**config.mk**
```make
export PLATFORM = sky130hd
export DESIGN_NAME = motion_gated_alpha_beta_smoother
export DESIGN_NICKNAME = d
export VERILOG_FILES = /design/src/sv/mgab_pkg.sv /design/src/sv/mgab_cell.sv /design/src/sv/mgab_damp.sv /design/src/sv/mgab_ctrl.sv /design/src/sv/motion_gated_alpha_beta_smoother.sv
export VERILOG_INCLUDE_DIRS = /design/src /design/src/sv
export SDC_FILE = /design/constraint.sdc
export NUM_CORES = 2
export LEC_CHECK = 0
export ABC_CLOCK_PERIOD_IN_PS = 18190
export CAP_MARGIN = 0
export CORE_ASPECT_RATIO = 1.25
export CORE_UTILIZATION = 30
export CTS_CLUSTER_DIAMETER = 150
export DETAILED_ROUTE_END_ITERATION = 8
export DONT_BUFFER_PORTS = 1
export PLACE_DENSITY = 0.52
export SYNTH_ARGS = -nofsm -noshare
export SYNTH_HDL_FRONTEND = slang
export SYNTH_SLANG_ARGS = --single-unit
```
**constraint.sdc**
```tcl
create_clock -name clock -period 18.19 [get_ports clock]
set_input_delay 0.9095 -clock clock [delete_from_list [all_inputs] [get_ports clock]]
set_output_delay 0.9095 -clock clock [all_outputs]
set_load 0.02 [all_outputs]
```
**src/sv/motion_gated_alpha_beta_smoother_assert.svh**
```systemverilog
// -----------------------------------------------------------------------------
// Assertion macros for the motion-gated alpha-beta smoother
// Same-cycle and next-cycle implication checks, disabled while reset is high.
// -----------------------------------------------------------------------------
`ifndef MOTION_GATED_ALPHA_BETA_SMOOTHER_ASSERT_SVH
`define MOTION_GATED_ALPHA_BETA_SMOOTHER_ASSERT_SVH

// antecedent implies consequent in the same cycle
`define MGAB_ASSERT_SAME(lbl, clk, rst, ante, cons, msg) \
   lbl: assert property (@(posedge clk) disable iff (rst) (ante) |-> (cons)) else $error(msg);

// antecedent implies consequent in the next cycle
`define MGAB_ASSERT_NEXT(lbl, clk, rst, ante, cons, msg) \
   lbl: assert property (@(posedge clk) disable iff (rst) (ante) |=> (cons)) else $error(msg);

`endif

```
**src/sv/mgab_pkg.sv**
```systemverilog
// -----------------------------------------------------------------------------
// mgab_pkg
// Shared types and constants of the motion-gated alpha-beta smoother.
// -----------------------------------------------------------------------------
`timescale 1ns / 1ps
`default_nettype none

package mgab_pkg;

   localparam int ELEM_W   = 5;
   localparam int THRESH_W = 21;
   localparam int CSR_W    = 32;
   localparam int ADDR_W   = 3;

   localparam logic [THRESH_W-1:0] SUM_MAX = {THRESH_W{1'b1}};

   // Q1.15 gains: 0.5 on x, 0.5858 on newer, -0.0858 on older
   localparam int FRAC_BITS  = 15;
   localparam int X_SHIFT    = 14;
   localparam int COEF_NEWER = 19195;
   localparam int COEF_OLDER = 2811;
   localparam int ROUND_HALF = 16384;

   localparam logic [ELEM_W-1:0]   ELEM_RESET   = 5'd16;
   localparam logic [THRESH_W-1:0] THRESH_RESET = '0;

   localparam logic [1:0] WARM_FULL = 2'd2;
   localparam logic [1:0] WARM_ZERO = 2'd0;
   localparam logic [1:0] WARM_ONE  = 2'd1;

   localparam logic REG_ELEMENTS  = 1'b0;
   localparam logic REG_THRESHOLD = 1'b1;

   typedef enum logic [1:0] {
      ST_IDLE,
      ST_SUM,
      ST_MUL,
      ST_OUT
   } state_type;

   typedef struct packed {
      logic       load_en;
      logic       rotate;
      logic       sum_clr;
      logic       sum_en;
      logic       mul_en;
      logic       out_fire;
      logic       out_last;
      logic       hist_upd;
      logic       busy;
      logic [1:0] warm;
   } ctrl_type;

endpackage

`default_nettype wire

```
**src/sv/mgab_cell.sv**
```systemverilog
// -----------------------------------------------------------------------------
// mgab_cell
// One element slot: current sample plus two history samples, ring-shifted.
// -----------------------------------------------------------------------------
`timescale 1ns / 1ps
`default_nettype none

module mgab_cell
   import mgab_pkg::*;
#(
   parameter int W = 16
) (
   input  wire                 clock,
   input  wire                 rotate,
   input  wire                 load_en,
   input  wire signed [W-1:0]  sample,
   input  wire signed [W-1:0]  fb_next,
   input  wire signed [W-1:0]  nw_next,
   input  wire signed [W-1:0]  od_next,
   output logic signed [W-1:0] fb_q,
   output logic signed [W-1:0] nw_q,
   output logic signed [W-1:0] od_q
);

   logic signed [W-1:0] fb_ff;
   logic signed [W-1:0] nw_ff;
   logic signed [W-1:0] od_ff;

   always_ff @(posedge clock) begin
      if (rotate) begin
         fb_ff <= fb_next;
         nw_ff <= nw_next;
         od_ff <= od_next;
      end else if (load_en) begin
         fb_ff <= sample;
      end
   end

   assign fb_q = fb_ff;
   assign nw_q = nw_ff;
   assign od_q = od_ff;

endmodule

`default_nettype wire

```
**src/sv/mgab_damp.sv**
```systemverilog
// -----------------------------------------------------------------------------
// mgab_damp
// Damping datapath: registered products, then sum, round and saturate.
// -----------------------------------------------------------------------------
`timescale 1ns / 1ps
`default_nettype none

module mgab_damp
   import mgab_pkg::*;
#(
   parameter int W = 16
) (
   input  wire                 clock,
   input  wire                 mul_en,
   input  wire signed [W-1:0]  x,
   input  wire signed [W-1:0]  newer,
   input  wire signed [W-1:0]  older,
   output logic signed [W-1:0] result
);

   localparam int PW = W + 16;
   localparam int AW = W + 18;
   localparam logic signed [AW-1:0] SAT_HI = {{(AW-W+1){1'b0}}, {(W-1){1'b1}}};
   localparam logic signed [AW-1:0] SAT_LO = ~SAT_HI;

   logic signed [PW-1:0] px_ff, pn_ff, po_ff;
   logic signed [PW-1:0] px_in, pn_in, po_in;
   logic signed [AW-1:0] acc;
   logic signed [AW-1:0] quo;

   assign px_in = PW'(x) <<< X_SHIFT;
   assign pn_in = PW'(newer) * PW'(COEF_NEWER);
   assign po_in = PW'(older) * PW'(COEF_OLDER);

   always_ff @(posedge clock) begin
      if (mul_en) begin
         px_ff <= px_in;
         pn_ff <= pn_in;
         po_ff <= po_in;
      end
   end

   // arithmetic shift gives floor, so the half bias rounds ties upward
   always_comb begin
      acc = AW'(px_ff) + AW'(pn_ff) - AW'(po_ff) + AW'(ROUND_HALF);
      quo = acc >>> FRAC_BITS;
      if (quo > SAT_HI) begin
         result = SAT_HI[W-1:0];
      end else if (quo < SAT_LO) begin
         result = SAT_LO[W-1:0];
      end else begin
         result = quo[W-1:0];
      end
   end

endmodule

`default_nettype wire

```
**src/sv/mgab_ctrl.sv**
```systemverilog
// -----------------------------------------------------------------------------
// mgab_ctrl
// Sequencer: sample capture, difference pass and emit pass over the ring.
// -----------------------------------------------------------------------------
`timescale 1ns / 1ps
`default_nettype none

module mgab_ctrl
   import mgab_pkg::*;
#(
   parameter int M = 16
) (
   input  wire                                   clock,
   input  wire                                   reset,
   input  wire                                   start,
   input  wire [$clog2(M+1)-1:0]                 n_eff,
   output ctrl_type                              cs,
   output logic [((M > 1) ? $clog2(M) : 1)-1:0]  slot
);

   localparam int IDX_W = (M > 1) ? $clog2(M) : 1;
   localparam logic [IDX_W-1:0] STEP_END = IDX_W'(M - 1);

   state_type        state_ff, state_in;
   logic [IDX_W-1:0] slot_ff, slot_in;
   logic [IDX_W-1:0] step_ff, step_in;
   logic [1:0]       warm_ff, warm_in;

   logic close, step_active, step_last, done;

   assign close       = (32'(slot_ff) + 32'd1) >= 32'(n_eff);
   assign step_active = 32'(step_ff) < 32'(n_eff);
   assign step_last   = step_ff == STEP_END;

   // next state
   always_comb begin
      state_in = state_ff;
      unique case (state_ff)
         ST_IDLE: begin
            if (start && close) begin
               state_in = (warm_ff == WARM_FULL) ? ST_SUM : ST_MUL;
            end
         end
         ST_SUM: begin
            if (step_last) begin
               state_in = ST_MUL;
            end
         end
         ST_MUL: begin
            if (step_active) begin
               state_in = ST_OUT;
            end else if (step_last) begin
               state_in = ST_IDLE;
            end
         end
         ST_OUT: begin
            state_in = step_last ? ST_IDLE : ST_MUL;
         end
         default: state_in = ST_IDLE;
      endcase
   end

   // outputs
   always_comb begin
      cs      = '0;
      cs.warm = warm_ff;
      cs.busy = state_ff != ST_IDLE;
      done    = 1'b0;
      unique case (state_ff)
         ST_IDLE: begin
            cs.load_en = start;
            cs.sum_clr = start && close;
         end
         ST_SUM: begin
            cs.rotate = 1'b1;
            cs.sum_en = step_active;
         end
         ST_MUL: begin
            cs.mul_en = step_active;
            cs.rotate = !step_active;
            done      = !step_active && step_last;
         end
         ST_OUT: begin
            cs.out_fire = 1'b1;
            cs.rotate   = 1'b1;
            cs.hist_upd = 1'b1;
            cs.out_last = (32'(step_ff) + 32'd1) == 32'(n_eff);
            done        = step_last;
         end
         default: begin
            cs.busy = 1'b1;
         end
      endcase
   end

   always_comb begin
      slot_in = slot_ff;
      if (cs.load_en) begin
         slot_in = close ? '0 : slot_ff + 1'b1;
      end
      step_in = step_ff;
      if (state_ff == ST_IDLE) begin
         step_in = '0;
      end else if (cs.rotate) begin
         step_in = step_last ? '0 : step_ff + 1'b1;
      end
      warm_in = warm_ff;
      if (done && warm_ff != WARM_FULL) begin
         warm_in = warm_ff + 2'd1;
      end
   end

   always_ff @(posedge clock) begin
      if (reset) begin
         state_ff <= ST_IDLE;
         slot_ff  <= '0;
         step_ff  <= '0;
         warm_ff  <= WARM_ZERO;
      end else begin
         state_ff <= state_in;
         slot_ff  <= slot_in;
         step_ff  <= step_in;
         warm_ff  <= warm_in;
      end
   end

   assign slot = slot_ff;

endmodule

`default_nettype wire

```
**src/sv/motion_gated_alpha_beta_smoother.sv**
```systemverilog
// -----------------------------------------------------------------------------
// motion_gated_alpha_beta_smoother
// Frame smoother with a fixed critically damped alpha-beta gain, gated by
// the sum of absolute differences against the previous output frame.
// -----------------------------------------------------------------------------
//  channel  | handshake                     | payload
//  ---------+-------------------------------+----------------------------------
//  request  | start & !busy                 | req_sample
//  response | rsp_valid (one cycle, no stall)| rsp_value, rsp_last_of_frame,
//           |                               | rsp_damped
//  csr      | psel & penable & pwrite       | paddr, pwdata / prdata
//
//  A sample beat is taken when start is seen while idle. The beat that
//  closes a frame starts a difference pass over every cell (skipped in the
//  two warm-up frames), then an emit pass that spends a multiply and an
//  output step on each frame element and a single rotate on each unused
//  cell; the ring length of the cell chain sets both passes.
//  Results leave through an output register in the cycle after computation.
//  Reset inits control, CSRs, sum and rsp_valid; history is undefined until written.
//  The receiver cannot stall; busy holds off new samples during the passes.
// -----------------------------------------------------------------------------
`timescale 1ns / 1ps
`default_nettype none

module motion_gated_alpha_beta_smoother
   import mgab_pkg::*;
#(
   parameter int MAX_ELEMENTS = 16,
   parameter int SAMPLE_WIDTH = 16
) (
   input  wire                           clock,
   input  wire                           reset,
   // request
   input  wire                           start,
   output logic                          busy,
   input  wire signed [SAMPLE_WIDTH-1:0] req_sample,
   // response
   output logic                          rsp_valid,
   output logic signed [SAMPLE_WIDTH-1:0] rsp_value,
   output logic                          rsp_last_of_frame,
   output logic                          rsp_damped,
   // csr
   input  wire                           psel,
   input  wire                           penable,
   input  wire                           pwrite,
   input  wire [ADDR_W-1:0]              paddr,
   input  wire [CSR_W-1:0]               pwdata,
   output logic [CSR_W-1:0]              prdata,
   output logic                          pready
);

`include "motion_gated_alpha_beta_smoother_assert.svh"

   localparam int M     = MAX_ELEMENTS;
   localparam int W     = SAMPLE_WIDTH;
   localparam int IDX_W = (M > 1) ? $clog2(M) : 1;
   localparam int CNT_W = $clog2(M + 1);
   localparam int SAW   = (W + 2 > THRESH_W + 1) ? W + 2 : THRESH_W + 1;

   // ---------------------------------------------------------------- csr
   logic [ELEM_W-1:0]   elem_ff;
   logic [THRESH_W-1:0] thresh_ff;
   logic                csr_wr;

   assign csr_wr = psel && penable && pwrite;
   assign pready = 1'b1;

   always_ff @(posedge clock) begin
      if (reset) begin
         elem_ff   <= ELEM_RESET;
         thresh_ff <= THRESH_RESET;
      end else if (csr_wr) begin
         if (paddr[2] == REG_ELEMENTS) begin
            elem_ff <= pwdata[ELEM_W-1:0];
         end else begin
            thresh_ff <= pwdata[THRESH_W-1:0];
         end
      end
   end

   always_comb begin
      if (paddr[2] == REG_THRESHOLD) begin
         prdata = CSR_W'(thresh_ff);
      end else begin
         prdata = CSR_W'(elem_ff);
      end
   end

   // frame length clamped to 1..MAX_ELEMENTS
   logic [CNT_W-1:0] n_eff;
   always_comb begin
      if (elem_ff == '0) begin
         n_eff = CNT_W'(1);
      end else if (32'(elem_ff) > 32'(M)) begin
         n_eff = CNT_W'(M);
      end else begin
         n_eff = CNT_W'(elem_ff);
      end
   end

   // ---------------------------------------------------------------- control
   ctrl_type         cs;
   logic [IDX_W-1:0] slot;

   mgab_ctrl #(.M(M)) u_ctrl (
      .clock (clock),
      .reset (reset),
      .start (start),
      .n_eff (n_eff),
      .cs    (cs),
      .slot  (slot)
   );

   assign busy = cs.busy;

   // ---------------------------------------------------------------- cell ring
   // Cell 0 is the head; the ring shifts toward it and the head wraps to the
   // tail, carrying updated history during the emit pass.
   logic signed [W-1:0] fb_q [M];
   logic signed [W-1:0] nw_q [M];
   logic signed [W-1:0] od_q [M];
   logic signed [W-1:0] fb_nx [M];
   logic signed [W-1:0] nw_nx [M];
   logic signed [W-1:0] od_nx [M];

   logic signed [W-1:0] out_v;
   logic signed [W-1:0] tail_nw, tail_od;

   always_comb begin
      tail_nw = nw_q[0];
      tail_od = od_q[0];
      if (cs.hist_upd) begin
         case (cs.warm)
            WARM_ZERO: tail_od = out_v;
            WARM_ONE:  tail_nw = out_v;
            default: begin
               tail_od = nw_q[0];
               tail_nw = out_v;
            end
         endcase
      end
   end

   for (genvar k = 0; k < M; k++) begin : g_cell
      if (k == M - 1) begin : g_tail
         assign fb_nx[k] = fb_q[0];
         assign nw_nx[k] = tail_nw;
         assign od_nx[k] = tail_od;
      end else begin : g_body
         assign fb_nx[k] = fb_q[k+1];
         assign nw_nx[k] = nw_q[k+1];
         assign od_nx[k] = od_q[k+1];
      end

      mgab_cell #(.W(W)) u_cell (
         .clock   (clock),
         .rotate  (cs.rotate),
         .load_en (cs.load_en && (slot == IDX_W'(k))),
         .sample  (req_sample),
         .fb_next (fb_nx[k]),
         .nw_next (nw_nx[k]),
         .od_next (od_nx[k]),
         .fb_q    (fb_q[k]),
         .nw_q    (nw_q[k]),
         .od_q    (od_q[k])
      );
   end

   // ---------------------------------------------------------------- difference sum
   logic [THRESH_W-1:0] sum_ff, sum_in;
   logic signed [W:0]   diff;
   logic [W:0]          absd;
   logic [SAW-1:0]      sum_wide;

   always_comb begin
      diff     = (W+1)'(fb_q[0]) - (W+1)'(nw_q[0]);
      absd     = diff[W] ? (W+1)'(-diff) : diff;
      sum_wide = SAW'(sum_ff) + SAW'(absd);
      sum_in   = sum_ff;
      if (cs.sum_clr) begin
         sum_in = '0;
      end else if (cs.sum_en) begin
         sum_in = (sum_wide > SAW'(SUM_MAX)) ? SUM_MAX : sum_wide[THRESH_W-1:0];
      end
   end

   always_ff @(posedge clock) begin
      if (reset) begin
         sum_ff <= '0;
      end else begin
         sum_ff <= sum_in;
      end
   end

   // steady in the emit pass if threshold is not written; sum holds then
   logic damp_on;
   assign damp_on = (cs.warm == WARM_FULL) && (sum_ff < thresh_ff);

   // ---------------------------------------------------------------- damping
   logic signed [W-1:0] damp_res;

   mgab_damp #(.W(W)) u_damp (
      .clock  (clock),
      .mul_en (cs.mul_en),
      .x      (fb_q[0]),
      .newer  (nw_q[0]),
      .older  (od_q[0]),
      .result (damp_res)
   );

   assign out_v = damp_on ? damp_res : fb_q[0];

   // ---------------------------------------------------------------- result register
   logic                rsp_valid_ff;
   logic signed [W-1:0] rsp_value_ff;
   logic                rsp_last_ff;
   logic                rsp_damped_ff;

   always_ff @(posedge clock) begin
      if (reset) begin
         rsp_valid_ff <= 1'b0;
      end else begin
         rsp_valid_ff <= cs.out_fire;
      end
      rsp_value_ff  <= out_v;
      rsp_last_ff   <= cs.out_last;
      rsp_damped_ff <= damp_on;
   end

   assign rsp_valid         = rsp_valid_ff;
   assign rsp_value         = rsp_value_ff;
   assign rsp_last_of_frame = rsp_last_ff;
   assign rsp_damped        = rsp_damped_ff;

   // ---------------------------------------------------------------- checks
   `MGAB_ASSERT_SAME(a_beat_from_pass, clock, reset, rsp_valid, $past(busy), "result beat outside a pass")
   `MGAB_ASSERT_NEXT(a_gap_after_frame, clock, reset, rsp_valid && rsp_last_of_frame, !rsp_valid, "beat right after frame end")
   `MGAB_ASSERT_SAME(a_damp_warm, clock, reset, rsp_valid && rsp_damped, cs.warm == WARM_FULL, "damped during warm-up")
   `MGAB_ASSERT_NEXT(a_warm_sticks, clock, reset, cs.warm == WARM_FULL, cs.warm == WARM_FULL, "warm-up count left full")

endmodule

`default_nettype wire
```
==> results.txt <==
Most common flop cell mapped by yosys - edfxtp_1
Internal cell power - 4.050 mW
Post-synthesis sequential element count - 923
Ranking of synthesized cells by area - edfxtp_1, fa_1, ha_1
DR vias - 25338
Pre-Repair DR Iteration Count - 9
Clock Root Buffer - clkbuf_16
Fraction of layout cells with a size suffix above 1 - 6.973%
Slew Limit Fails - 0
Warnings from Yosys - 0
Post-CTS Resized - 0
Final Setup Violations - 0
Final Cycle Share - 36.42%
Finished Layout Cells - 5566
Detail Placement HPWL - 68370 µm
Seq pwr share - 43.7%
Peak fanout along the critical path - 11
GR Overflow Total - 0
Post-CTS Setup Inserts - 0
Count of cell types in the netlist - 79
Synth-to-layout area growth - 12.09%
Bufs on Longest Clock Path - 3
Remaining DRCs - 8
Total Routing Usage GR - 12.54%
Seq/Total Area, Yosys - 57.47%
Clock transition at path regs - 0.07 ns
Sw Ratio - 28.14%
Largest area contributor in the netlist - edfxtp_1
Post-Place Cells - 5389
Worst-skew pair later-pin latency - 0.73 ns
Hold Fails Final Rpt - 0
Sw power - 1.586 mW
Asr flop ratio synth - 0%
Initial core utilization - 30.34%
Die Width - 355.5 µm
Fillers - 14965
Die Y - 443.9 µm
First-pass GRT wire length - 152500 µm
Worst hold path stage count - 1
Largest net degree at the start of global routing - 185
Top-area cell type share of the netlist area - 54.14%
Per-cell routed wire length - 17.53 µm
Pwr Density - 107.3 nW/µm²
Nets - 4104
Status - complete, but fails checks
Num rows - 161
Antenna violations before repair - 7
Vias per cell - 4.552
Worst-margin pin slew - 1.248 ns
Initial DRC Count - 1605
Minimum clock period - 6.625 ns
Post-synth EDFFs - 845
Hold crit path type - in -> reg
Failing checks - DRC
CTS tree - done
Top cells by count, synth - edfxtp_1, inv_1, ha_1, a21o_1, fa_1
Post-Route Skew - 0.06359 ns
Static leakage power - 21.37 nW
Critical Path End Type - flip-flop
Wirelength, routed - 97550 µm
Num CTS Buffers - 95
Highest clock rate - 151.0 MHz
Critical Path AT - 7.09 ns
Htree depth - 3
Count leader, synth - edfxtp_1
Top-Level Pins - 110
Die area - 157800 µm²
Syn_area_per_cell - 13.69 µm²
Final Wtd Congestion - 0.8340
CP required - 18.65 ns
Final TNS setup - 0 ns
Core Area - 154500 µm²
Synth Instances - 3425
Setup CP Type - reg -> reg
Critical path launch point type - flip-flop
IO Port Bufs - 0
Cts hold-fix bufs - 0
Worst VDD drop - 81.05 µV
DRT antenna net count - 0
Worst Reg-to-Reg Cells - 19
Vias in the first global route - 25735
Comb pwr share - 20.8%
CTS sink count - 923
Clock power share - 35.5%
Slew margin rel. - 16.72%
Maxcap violations - 0
RSZ-0062 raised after global routing - false
Mapped Area - 46870 µm²
==> layout by cell type (no fill, tap or decap), types with 6 or more instances in the layout <==
| cell type | count |
|---|---|
| clkinv_1 | 8 |
| a31oi_1 | 12 |
| clkbuf_1 | 10 |
| and2_1 | 55 |
| o21bai_1 | 6 |
| inv_1 | 440 |
| o211ai_1 | 9 |
| a311oi_1 | 6 |
| a211oi_1 | 10 |
| and3_1 | 13 |
| clkinv_2 | 23 |
| a21o_1 | 307 |
| or3_1 | 16 |
| clkinvlp_4 | 6 |
| a21oi_1 | 144 |
| or2_2 | 14 |
| nor3_1 | 20 |
| o21ai_0 | 102 |
| xnor2_1 | 87 |
| nand2_1 | 196 |
| clkbuf_16 | 96 |
| nand2b_1 | 17 |
| conb_1 | 12 |
| nand3_1 | 25 |
| fa_1 | 243 |
| edfxtp_1 | 845 |
| mux2_2 | 14 |
| mux2i_1 | 8 |
| dfxtp_1 | 78 |
| ha_1 | 355 |
| buf_4 | 30 |
| clkbuf_8 | 11 |
| bufinv_16 | 7 |
| nand4_1 | 10 |
| o2111ai_1 | 13 |
| nor2_1 | 88 |
| o21a_1 | 23 |
| o31ai_1 | 9 |
| nor2b_1 | 14 |
| xor2_1 | 43 |
==> area by class of cell <==
cell class	instances	area (µm²)	area share (%)
sequential	923	26940	51.27
multi-input combinational	1956	17870	34.01
clock buffer	117	2591	4.932
tap	2037	2549	4.851
inverter	441	1663	3.165
clock inverter	59	665.6	1.267
timing repair buffer	32	265.3	0.5049
antenna	1	2.502	0.004763
==> worst max-delay path: stages (launching register included) <==
cell	delay (ns)
edfxtp_1	0.80
fa_1	0.55
fa_1	0.55
inv_1	0.06
fa_1	0.46
fa_1	0.49
inv_1	0.06
fa_1	0.52
fa_1	0.50
ha_1	0.37
a21o_1	0.19
a21o_1	0.17
a21oi_1	0.14
o31ai_1	0.13
a221o_1	0.41
a21o_1	0.21
a31oi_1	0.18
nor3_1	0.12
a221oi_1	0.35
xnor2_1	0.13
==> per-stage QoR <==
stage	setup slack [ns]	hold WS, ns	util, %	power [mW]	cell area (µm²)
after global routing	11.26	0.2060	34.00	5.952	52540
after CTS	11.55	0.1811	34.00	5.730	52540
final	11.57	0.2721	34.00	5.637	52540
after floorplan	1.277	0.4003	-	3.429	46910
after global placement	11.57	0.4002	31.89	3.678	49280
after detailed placement	11.54	0.4045	31.89	3.686	49280
==> flip-flops by register name, summed over array words and instances, names as in the netlist, 2 cells and up <==
register            count
u_damp.px_ff           16
u_ctrl.step_ff          4
u_ctrl.warm_ff          2
elem_ff                 5
u_damp.po_ff           29
g_cell.u_cell.fb_q    256
rsp_value              16
u_ctrl.slot             4
u_damp.pn_ff           32
g_cell.u_cell.od_q    256
sum_ff                 21
thresh_ff              21
g_cell.u_cell.nw_q    256
u_ctrl.state_ff         2
==> final timing paths <==
check | end | slack, ns | start
hold / removal | u_ctrl.state_ff[1] | 0.27 | reset
hold reg to reg | g_cell[3].u_cell.nw_q[3] | 0.38 | g_cell[4].u_cell.nw_q[3]
setup reg to reg | u_damp.pn_ff[31] | 11.57 | g_cell[0].u_cell.nw_q[6]
setup / recovery | u_damp.pn_ff[31] | 11.57 | g_cell[0].u_cell.nw_q[6]
==> power groups by stage <==
stage / registers (mW) / logic (mW) / clock network (mW)
floorplan: 2.51 / 0.920 / 0
finish: 2.46 / 1.17 / 2.00
detailed placement: 2.51 / 1.18 / 0
CTS: 2.46 / 1.19 / 2.08
global placement: 2.51 / 1.17 / 0
global route: 2.47 / 1.33 / 2.15
==> cell families after synthesis <==
logic type | count (synthesis) | share of synthesized area, %
DFF | 923 | 57.47
AOI/OAI and AO/OA | 700 | 10.12
adders and majority gates | 598 | 19.86
buffers and inverters | 556 | 4.551
and+or+nand+nor | 494 | 5.053
xor gates and xnor gates | 130 | 2.429
muxes | 22 | 0.5072
other | 2 | 0.01602
==> per-layer routing <==
metal | global-route usage [%] | share of wire, % | routed length (µm) | vias up
li1 | - | - | - | 12090
met1 | 16.57 | 45 | 44310 | 12732
met2 | 20.55 | 48 | 46640 | 363
met3 | 2.080 | 3.2 | 3159 | 153
met4 | 4.673 | 3.5 | 3433 | 0
met5 | 0 | 0 | 0 | -
No activity file was read; power rests on OpenSTA's default activity.
